===== config.mk =====
export PLATFORM = sky130hd
export DESIGN_NAME = srtpl_cell
export DESIGN_NICKNAME = d
export VERILOG_FILES = /design/src/rtl/srtpl_pkg.sv /design/src/rtl/srtpl_cell.sv
export SDC_FILE = /design/constraint.sdc
export NUM_CORES = 1
export LEC_CHECK = 0
export ABC_AREA = 1
export BUFFER_PORTS_ARGS = -buffer_cell sky130_fd_sc_hd__buf_2
export CAP_MARGIN = 20
export CORE_AREA = 2 2 114 116
export DETAILED_ROUTE_END_ITERATION = 8
export DIE_AREA = 0 0 116 118
export GPL_ROUTABILITY_DRIVEN = 0
export PLACE_DENSITY = 0.8
export SLEW_MARGIN = 20
export SYNTH_ARGS = -nofsm -noshare
export SYNTH_HDL_FRONTEND = slang
export SYNTH_SLANG_ARGS = --single-unit

===== constraint.sdc =====
create_clock -name clk_i -period 13.1 [get_ports clk_i]
set_input_delay 2.62 -clock clk_i [delete_from_list [all_inputs] [get_ports clk_i]]
set_output_delay 2.62 -clock clk_i [all_outputs]
set_load 0.02 [all_outputs]

===== src/rtl/srtpl_pkg.sv =====
`timescale 1ns / 1ps
// Shared types for the sorted region table page lookup block.
// No dependencies; used by srtpl_cell and sorted_region_table_page_lookup.
package srtpl_pkg;

  typedef enum logic [5:0] {
    ST_IDLE      = 6'b000001,
    ST_INS_END   = 6'b000010,
    ST_INS_SHIFT = 6'b000100,
    ST_SEARCH    = 6'b001000,
    ST_HIT       = 6'b010000,
    ST_RESULT    = 6'b100000
  } state_e;

  typedef enum logic {
    OP_LOOKUP = 1'b0,
    OP_INSERT = 1'b1
  } op_e;

  typedef struct packed {
    logic ins_en;   // insert shift cycle
    logic valid;    // slot is below the region count
    logic prev_le;  // left neighbor start <= key
    logic first;    // slot 0, no left neighbor
  } cell_ctrl_t;

endpackage


===== src/rtl/srtpl_cell.sv =====
`timescale 1ns / 1ps
// One region slot of the sorted table: holds start and end, compares against
// the key and on insert takes its left neighbor or the new region. Depends on srtpl_pkg.
module srtpl_cell #(
  parameter int unsigned AW = 48
) (
  input  logic                  clk_i,
  input  srtpl_pkg::cell_ctrl_t ctrl_i,
  input  logic [AW-1:0]         key_i,
  input  logic [AW-1:0]         new_end_i,
  input  logic [AW-1:0]         prev_start_i,
  input  logic [AW-1:0]         prev_end_i,
  output logic [AW-1:0]         start_o,
  output logic [AW-1:0]         end_o,
  output logic                  le_o,
  output logic                  here_o
);

  logic [AW-1:0] start_q, start_d;
  logic [AW-1:0] end_q, end_d;

  assign le_o   = ctrl_i.valid && (start_q <= key_i);
  assign here_o = !le_o && (ctrl_i.first || ctrl_i.prev_le);

  always_comb begin
    start_d = start_q;
    end_d   = end_q;
    if (ctrl_i.ins_en && !le_o) begin
      if (here_o) begin
        start_d = key_i;
        end_d   = new_end_i;
      end else begin
        start_d = prev_start_i;
        end_d   = prev_end_i;
      end
    end
  end

  always_ff @(posedge clk_i) begin
    start_q <= start_d;
    end_q   <= end_d;
  end

  assign start_o = start_q;
  assign end_o   = end_q;

endmodule


==> results.cfg, run 1 <==
[outcome]
status = finished clean

[final_layout]
area_growth_syn_to_layout_pct = 32.4
seqCellArea_um2 = 2880
multiInputGateArea_um2 = 2310
drive_gt1_frac = 0.339
layout.nets = 1166
final_cells = 1099
fillerInstances = 1167

[hold_path]
hold_path_end = start_o[47]$_DFFE_PP_
worstHoldPathType = flip-flop to flip-flop
min_from = start_o[2]$_DFFE_PP_
whs_path_depth = 9

[synth]
synth-simple-area-share = 0.278
synthMuxAreaShare = 0
ys_types = 18
yosys-top-cells-area = edfxtp_1 51%, nand2_1 17%, ha_1 11%
synth_compound_area_frac = 0.0250
syn_nets = 887
synthXorXnorAreaFrac = 0
ys_seq_area_frac = 0.514
syn_area_um2 = 5610
synth_warnings = 0
synth_top_area_cell = edfxtp_1
synth_fa_ha_area_frac = 0.107
postSynthAreaPerCell_um2 = 8.74
syn_inst = 642
synth_top_family_by_area = simple AND/OR/NAND/NOR gates
ys_seq_elements = 96
synth_top_area_frac = 0.514

[cts]
cts_max_level = 3
cts_tree = built
clock_latency_ps = 340
cts.path.max_buffers = 2
clock-sinks = 96
root_buffer = clkbuf_16
hold_buffers = 0
postCtsSetupRepairBufs = 0
cts_resized = 0
cts_buffers = 9
clkTransAtPathRegs_ps = 70

[route]
drt_iter0_markers = 300
routed_via_density = 4.91
drcViolationCount = 0
dr.pass1.iters = 6
ant_nets = 0
drt_wl_total_mm = 16.0
route.vias.total = 5392
wl_per_cell_um = 14.5

[worst_setup_path]
endpoint_kind = output port
crit_buf_inv = 4
cp_top_family = simple AND/OR/NAND/NOR gates
crit_type = input port to output port
crit_slowest_cell = nand2_4
cp_max_fo = 97
worst-endpoint-required_ps = 10480
worstReg2RegStart = start_o[47]$_DFFE_PP_
reg2reg_slack_ps = 9460
r2r_end = start_o[26]$_DFFE_PP_
start_kind = input port
worstPathCellList = buf_2, inv_1, ha_1, nand2_1, nor2_1, and2_1, nand3_1, nor2_1, nand4_1, nand2_1, nand2_4, nand2_4, inv_1, buf_2
max_stage_delay_ps = 720
cp.arrival_ps = 5180
reg2reg_depth = 14

[sta]
drv_slew = 0
maxSlewHeadroom = 0.309
setup_viol = 0
rsz0062_at_grt = false
whs_ps = 1680
fin_ws_ps = 5300
skew_ps = 11.0
max_freq_mhz = 128
finalHoldViolCount = 0
worstMarginPinSlew_ps = 1040
min_period_ps = 7800
setup_tns_ps = 0
min_period_over_period = 0.596

[floorplanning]
core_area_um2 = 12400
die_w_um = 116
rows = 41
die-area_um2 = 13700
ioPinCount = 295
die_h_um = 118
initial_core_util = 0.452

[placed_design]
place_ws_ps = 5300
dp_hpwl_mm = 11.8
port_buffers = 294
dp_cells = 1082

[global_routing]
grt_max_degree = 98
track_usage = 0.231
antenna_found_initial = 1
gr-total-overflow = 0
grt_pass1_vias = 5109
grt_pass1_wl_mm = 24.4

[power_and_ir_drop]
leakage_nw = 4.02
power.total_mw = 0.877
p_per_area_nw_per_um2 = 118
vdd_drop_max_uv = 71.9

[job]
maxCapViolCount = 0
==> area by class of cell <==
class | instances | area share
Sequential cell | 96 | 0.388
Multi-Input combinational cell | 449 | 0.311
Timing Repair Buffer | 298 | 0.202
Inverter | 67 | 0.0339
Clock buffer | 10 | 0.0308
Tap cell | 172 | 0.0290
Clock inverter | 6 | 0.00489
Antenna cell | 1 | 0.000337
==> logic make-up (layout without fill, tap and decap cells) <==
kind of cell,count (synthesis),count (layout)
simple gates,375,375
buf+inv,97,381
flops,96,96
fa+ha+maj,48,48
compound gates,26,26
other cells,0,1
==> cell usage after synthesis, drive strengths merged <==
master / number
a21o: 3
a21oi: 19
and2: 1
buf: 20
clkbuf: 10
edfxtp: 96
ha: 48
inv: 67
nand2: 250
nand3: 101
nand4: 3
nor2: 20
o21a: 1
o21ai: 3
==> worst register-to-register path, delay by kind of cell (launching register included) <==
kind | cells | cell delay (ps)
adders and majority gates | 1 | 310
DFF | 1 | 410
buffers and inverters | 3 | 1280
and+or+nand+nor | 10 | 1240
==> worst max-delay path by stage <==
| stage | startpoint | to | slack (ps) | cells after the start |
|---|---|---|---|---|
| 4_1_cts | key_i[47] | here_o | 5300 | 14 |
| 5_1_grt | key_i[43] | here_o | 5070 | 14 |
| 2_1_floorplan | key_i[47] | end_o[0]$_DFFE_PP_ | 4580 | 14 |
| 3_5_place_dp | key_i[47] | here_o | 5300 | 14 |
| 6_report | key_i[47] | here_o | 5300 | 14 |
| 3_3_place_gp | key_i[47] | here_o | 5390 | 14 |
==> power breakdown <==
group	total (mW)	internal, mW	switching (mW)
registers	0.396	0.384	0.0126
logic	0.240	0.0850	0.155
clock network	0.241	0.128	0.113
==> layer usage <==
layer	vias up	share of wire	global-route usage
met1	2409	0.39	0.269
met4	0	0.034	0.115
li1	2685	-	-
met2	259	0.50	0.394
met3	39	0.081	0.0520
met5	-	0	0
==> sequential cells by signal (all words and copies together) (netlist names) <==
signal / cells
start_o: 48
end_o: 48
==> metrics by stage <==
stage                      util  cell area (um2)
after floorplan               -             5610
after global placement    0.577             7160
after detailed placement  0.577             7160
after CTS                 0.598             7420
after global routing      0.598             7430
final                     0.598             7430
==> placed cells by master (no fill, tap or decap) <==
cell type	count
buf_2	294
nand2_1	248
nand3_1	101
edfxtp_1	96
inv_1	66
ha_1	48
a21oi_1	19
nor2_1	19
clkbuf_16	9
buf_4	4
a21o_1	3
nand4_1	3
o21ai_0	3
clkinv_1	3
nand2_4	2
clkinv_4	2
diode_2	1
and2_1	1
o21a_1	1
inv_2	1
nor2_4	1
clkinvlp_4	1
clkbuf_1	1
Power figures use the tool's default switching activity.
==> run 2, diff against run 1 <==
--- a/config.mk
+++ b/config.mk
@@ -8,11 +8,11 @@
 export ABC_AREA = 1
 export BUFFER_PORTS_ARGS = -buffer_cell sky130_fd_sc_hd__buf_2
 export CAP_MARGIN = 20
-export CORE_AREA = 2 2 114 116
+export CORE_MARGIN = 2
+export CORE_UTILIZATION = 46
 export DETAILED_ROUTE_END_ITERATION = 8
-export DIE_AREA = 0 0 116 118
 export GPL_ROUTABILITY_DRIVEN = 0
-export PLACE_DENSITY = 0.8
+export PLACE_DENSITY = 0.81
 export SLEW_MARGIN = 20
 export SYNTH_ARGS = -nofsm -noshare
 export SYNTH_HDL_FRONTEND = slang
==> constraint.sdc (replaced) <==
create_clock -name clk_i -period 7.4 [get_ports clk_i]
set_input_delay 1.48 -clock clk_i [delete_from_list [all_inputs] [get_ports clk_i]]
set_output_delay 1.48 -clock clk_i [all_outputs]
set_load 0.02 [all_outputs]
==> run 2 against run 1 <==
Compared with the run above:
- final area decreased by 0.17%
- register-to-register slack got worse by 5500 ps
- final cell count shrank 2.4%
- sequential cell count is the same
- worst setup slack got worse by 3100 ps
- count of clock-buffer cells in the layout rose by 1
- critical path depth did not move
- highest routed layer unchanged
==> results.cfg, run 2 (synthesis results as in run 1) <==
[outcome]
status = finished clean

[floorplanning]
initial_core_util = 0.469
ioPinCount = 295
core_area_um2 = 12000
die_h_um = 114
die_w_um = 114
rows = 40
die-area_um2 = 13100

[final_layout]
fillerInstances = 1052
area_growth_syn_to_layout_pct = 32.1
seqCellArea_um2 = 2880
final_common_cell = buf_2
multiInputGateArea_um2 = 2310
antenna_cells = 0
layout.nets = 1167
drive_gt1_frac = 0.340
layout_common_cells = 294 x buf_2, 248 x nand2_1, 101 x nand3_1

[global_routing]
antenna_found_initial = 0
gr-total-overflow = 0
grt_pass1_vias = 5051
grt_pass1_wl_mm = 23.9
track_usage = 0.238
grt_max_degree = 97

[cts]
cts_resized = 0
hold_buffers = 0
clkTransAtPathRegs_ps = 70
root_buffer = clkbuf_16
cts_buffers = 9
cts_max_level = 3
clock_latency_ps = 340
cts_tree = built
cts.path.max_buffers = 2
clock-sinks = 96
postCtsSetupRepairBufs = 0

[route]
ant_nets = 0
drt_wl_total_mm = 15.4
drt_iter0_markers = 339
drcViolationCount = 0
route.vias.total = 5376
wl_per_cell_um = 14.4
routed_via_density = 5.01
dr.pass1.iters = 8

[sta]
worstMarginPinSlew_ps = 996
rsz0062_at_grt = false
maxSlewHeadroom = 0.336
min_period_ps = 5150
min_period_over_period = 0.697
skew_ps = 7.37
whs_ps = 1400
max_freq_mhz = 194
fin_ws_ps = 2250
setup_viol = 0
setup_tns_ps = 0
drv_slew = 0
finalHoldViolCount = 0

[worst_setup_path]
crit_type = input port to output port
cp.arrival_ps = 3670
worstReg2RegStart = start_o[47]$_DFFE_PP_
worst-endpoint-required_ps = 5920
endpoint_kind = output port
cp_max_fo = 57
critPathLaunch = key_i[47]
start_kind = input port

[placed_design]
dp_hpwl_mm = 11.6
place_ws_ps = 2220
port_buffers = 294

[power_and_ir_drop]
vdd_drop_max_uv = 154
leakage_nw = 4.04
p_per_area_nw_per_um2 = 213

[hold_path]
worstHoldPathType = input port to flip-flop
min_from = prev_start_i[15]

[job]
maxCapViolCount = 0
[run 2: layout make-up]
cell class	count	share of cell area
sequential	96	0.389
multi-input combinational	449	0.311
timing repair buffer	299	0.204
inverter	67	0.0339
clock buffer	11	0.0314
tap	147	0.0248
clock inverter	4	0.00624
[run 2: critical path, cell delays in order]
cell,delay (ps)
buf_2,90
inv_1,40
ha_1,280
nand2_1,80
nor2_1,130
and2_1,160
nand3_1,100
nor2_1,210
nand2_1,80
nand3_1,70
nand2_1,80
nand2_4,470
inv_1,180
buf_2,200
[run 2: final timing paths]
path,slack (ps),cells past startpoint,endpoint
setup / recovery,2250,14,le_o
hold / removal,1400,3,start_o[15]$_DFFE_PP_
setup reg to reg,3980,13,end_o[13]$_DFFE_PP_
hold reg to reg,1610,8,start_o[11]$_DFFE_PP_
[run 2: where the power goes]
part,switching [mW],total (mW),internal [mW]
Sequential,0.0214,0.701,0.679
Combinational,0.273,0.423,0.150
Clock,0.193,0.452,0.259
Total,0.487,1.58,1.09
[run 2: per-stage QoR]
step | total power, mW | instance area (um2) | utilization | std cells
after floorplan | 0.986 | 5610 | - | 642
after global placement | 1.13 | 7130 | 0.596 | 1058
after detailed placement | 1.14 | 7130 | 0.596 | 1058
after CTS | 1.59 | 7410 | 0.620 | 1073
after global routing | 1.66 | 7410 | 0.620 | 1073
final | 1.58 | 7410 | 0.620 | 1073
[run 2: layer usage]
layer | share of wire | wire length [um] | GRT usage | vias to the layer above
met2 | 0.50 | 7710 | 0.409 | 258
li1 | - | - | - | 2677
met3 | 0.079 | 1230 | 0.0535 | 33
met5 | 0 | 0 | 0 | -
met1 | 0.39 | 6000 | 0.281 | 2408
met4 | 0.033 | 509 | 0.113 | 0
==> run 3, diff against run 2 <==
--- a/config.mk
+++ b/config.mk
@@ -5,14 +5,15 @@
 export SDC_FILE = /design/constraint.sdc
 export NUM_CORES = 1
 export LEC_CHECK = 0
-export ABC_AREA = 1
+export ABC_AREA = 0
 export BUFFER_PORTS_ARGS = -buffer_cell sky130_fd_sc_hd__buf_2
 export CAP_MARGIN = 20
+export CORE_ASPECT_RATIO = 1.75
 export CORE_MARGIN = 2
-export CORE_UTILIZATION = 46
+export CORE_UTILIZATION = 45
 export DETAILED_ROUTE_END_ITERATION = 8
 export GPL_ROUTABILITY_DRIVEN = 0
-export PLACE_DENSITY = 0.81
+export PLACE_DENSITY = 0.78
 export SLEW_MARGIN = 20
 export SYNTH_ARGS = -nofsm -noshare
 export SYNTH_HDL_FRONTEND = slang
==> constraint.sdc (replaced) <==
create_clock -name clk_i -period 4.4 [get_ports clk_i]
set_input_delay 0.88 -clock clk_i [delete_from_list [all_inputs] [get_ports clk_i]]
set_output_delay 0.88 -clock clk_i [all_outputs]
set_load 0.02 [all_outputs]
==> run 3 against run 2 <==
Compared with the run above:
- critical path depth fell by 3
- final area rose by 26%
- final cell count rose by 10%
- sequential power rose by 73%
- critical endpoint unchanged
- critical path type unchanged
- via count rose by 43%
- global-route usage rose by 4.3 points
- clock skew rose by 3.7 ps
- core utilization fell by 3.2 points
- synthesized area rose by 30%
==> results.cfg, run 3 <==
[global_routing]
track_usage = 0.281
gr-total-overflow = 0
grt_pass1_wl_mm = 38.3
grt_max_degree = 98
grt_pass1_vias = 7428
antenna_found_initial = 5

[cts]
cts.path.max_buffers = 2
cts_max_level = 3
cts_buffers = 9
clock-sinks = 96
clock_latency_ps = 350
cts_tree = built
hold_buffers = 0
cts_resized = 0
root_buffer = clkbuf_16
postCtsSetupRepairBufs = 0
clkTransAtPathRegs_ps = 80

[sta]
worstMarginPinSlew_ps = 1170
max_freq_mhz = 247
setup_viol = 0
skew_ps = 11.1
drv_slew = 0
setup_tns_ps = 0
fin_ws_ps = 358
min_period_over_period = 0.919
maxSlewHeadroom = 0.221
min_period_ps = 4040
rsz0062_at_grt = false
finalHoldViolCount = 0

[placed_design]
place_ws_ps = 362
port_buffers = 294
dp_hpwl_mm = 16.4
dp_cells = 1160

[synth]
synth-simple-area-share = 0.0813
synth_compound_area_frac = 0.367
ys_types = 33
syn_nets = 992
ys_seq_area_frac = 0.395
syn_area_um2 = 7300
synth_top_area_cell = edfxtp_1
yosys-top-cells-area = edfxtp_1 40%, o2111ai_1 12%, a22oi_1 9.9%
synth-async-reset-ratio = 0
synthXorXnorAreaFrac = 0
yosysMostFrequentCell = nand2_1
synth_top_family_by_area = compound AO/OA/AOI/OAI gates
postSynthAreaPerCell_um2 = 9.77
ys_seq_elements = 96
synth_top_area_frac = 0.395
synth_warnings = 0
synth_edf_count = 96
synth_common_cells = 104 x nand2_1, 96 x a22oi_1, 96 x edfxtp_1, 96 x o2111ai_1, 72 x clkbuf_1
syn_inst = 747
synthFlopType = edfxtp_1
synth_fa_ha_area_frac = 0.0823
synthMuxAreaShare = 0

[hold_path]
worstHoldPathType = input port to flip-flop
whs_path_depth = 3

[floorplanning]
die_h_um = 172
ioPinCount = 295
die_w_um = 100
initial_core_util = 0.460
die-area_um2 = 17300
rows = 61
core_area_um2 = 15900

[worst_setup_path]
crit_slowest_cell = or4_4
worstPathCellList = buf_2, inv_1, ha_1, a21oi_1, nand2_1, a221oi_2, a21oi_1, or4_4, or2_4, a21oi_1, buf_2
max_stage_delay_ps = 540
endpoint_kind = output port
reg2reg_slack_ps = 1120
start_kind = input port
crit_cells = 11
crit_type = input port to output port
critPathMostFrequentCell = a21oi_1
cp.arrival_ps = 3160
worst-endpoint-required_ps = 3520
crit_buf_inv = 3
cp_top_family = simple AND/OR/NAND/NOR gates
reg2reg_depth = 8
cp_max_fo = 5

[route]
ant_nets = 0
routed_via_density = 6.54
wl_per_cell_um = 21.4
drt_iter0_markers = 521
dr.pass1.iters = 5
drt_wl_total_mm = 25.2
drcViolationCount = 0
route.vias.total = 7714

[final_layout]
drive_gt1_frac = 0.383
layout_common_cells = 293 x buf_2, 104 x nand2_1, 96 x a22oi_1, 96 x o2111ai_1, 96 x edfxtp_1
final_cells = 1180
layout.nets = 1227
final_common_cell = buf_2
area_growth_syn_to_layout_pct = 27.9
utilization = 0.588

[power_and_ir_drop]
vdd_drop_max_uv = 174
power.total_mw = 3.12
leakage_nw = 3.88
p_per_area_nw_per_um2 = 334

[job]
maxCapViolCount = 0

[outcome]
status = finished clean
run 3: worst paths after layout:
kind	start	to
max	key_i[42]	le_o
min	prev_start_i[32]	start_o[32]$_DFFE_PP_
max reg2reg	start_o[32]$_DFFE_PP_	start_o[29]$_DFFE_PP_
min reg2reg	start_o[47]$_DFFE_PP_	start_o[47]$_DFFE_PP_
run 3: metal layers:
| metal | share of wire | track usage | vias up |
|---|---|---|---|
| met5 | 0.00052 | 0 | - |
| met4 | 0.041 | 0.139 | 2 |
| met3 | 0.075 | 0.0505 | 70 |
| met2 | 0.53 | 0.484 | 398 |
| met1 | 0.36 | 0.333 | 3722 |
| li1 | - | - | 3522 |
run 3: metrics by stage:
step	hold slack, ps	cell area, um2
3_3_place_gp	1220	9000
6_report	872	9330
2_1_floorplan	1110	7460
3_5_place_dp	1230	9000
5_1_grt	872	9330
4_1_cts	861	9320
run 3: cells by family (layout without fill, tap and decap cells):
group | count (synthesis) | count (layout)
other cells | 0 | 4
simple gates | 140 | 140
buf+inv | 134 | 374
flops | 96 | 96
fa+ha+maj | 48 | 48
compound gates | 329 | 329
run 3: area by class of cell:
class | instances | area [um2]
Antenna cell | 4 | 10.0
Clock buffer | 10 | 229
Clock inverter | 6 | 83.8
Fill cell | 1429 | 6550
Inverter | 50 | 205
Multi-Input combinational cell | 517 | 4030
Sequential cell | 96 | 2880
Tap cell | 189 | 236
Timing Repair Buffer | 308 | 1650
run 3: worst reg2reg max path, cell delays in order, from the launching register on:
cell      delay, ps
edfxtp_1        410
ha_1            310
nand4_1         220
nor4_4          120
nand4_1         120
buf_4           840
nor2_1          180
a211oi_4        390
buf_12          320
run 3: where the power goes:
part | switching [mW] | internal [mW] | leakage, nW
clock network | 0.364 | 0.497 | 0.156
registers | 0.0460 | 1.16 | 0.919
logic | 0.656 | 0.396 | 2.80
total | 1.07 | 2.05 | 3.88
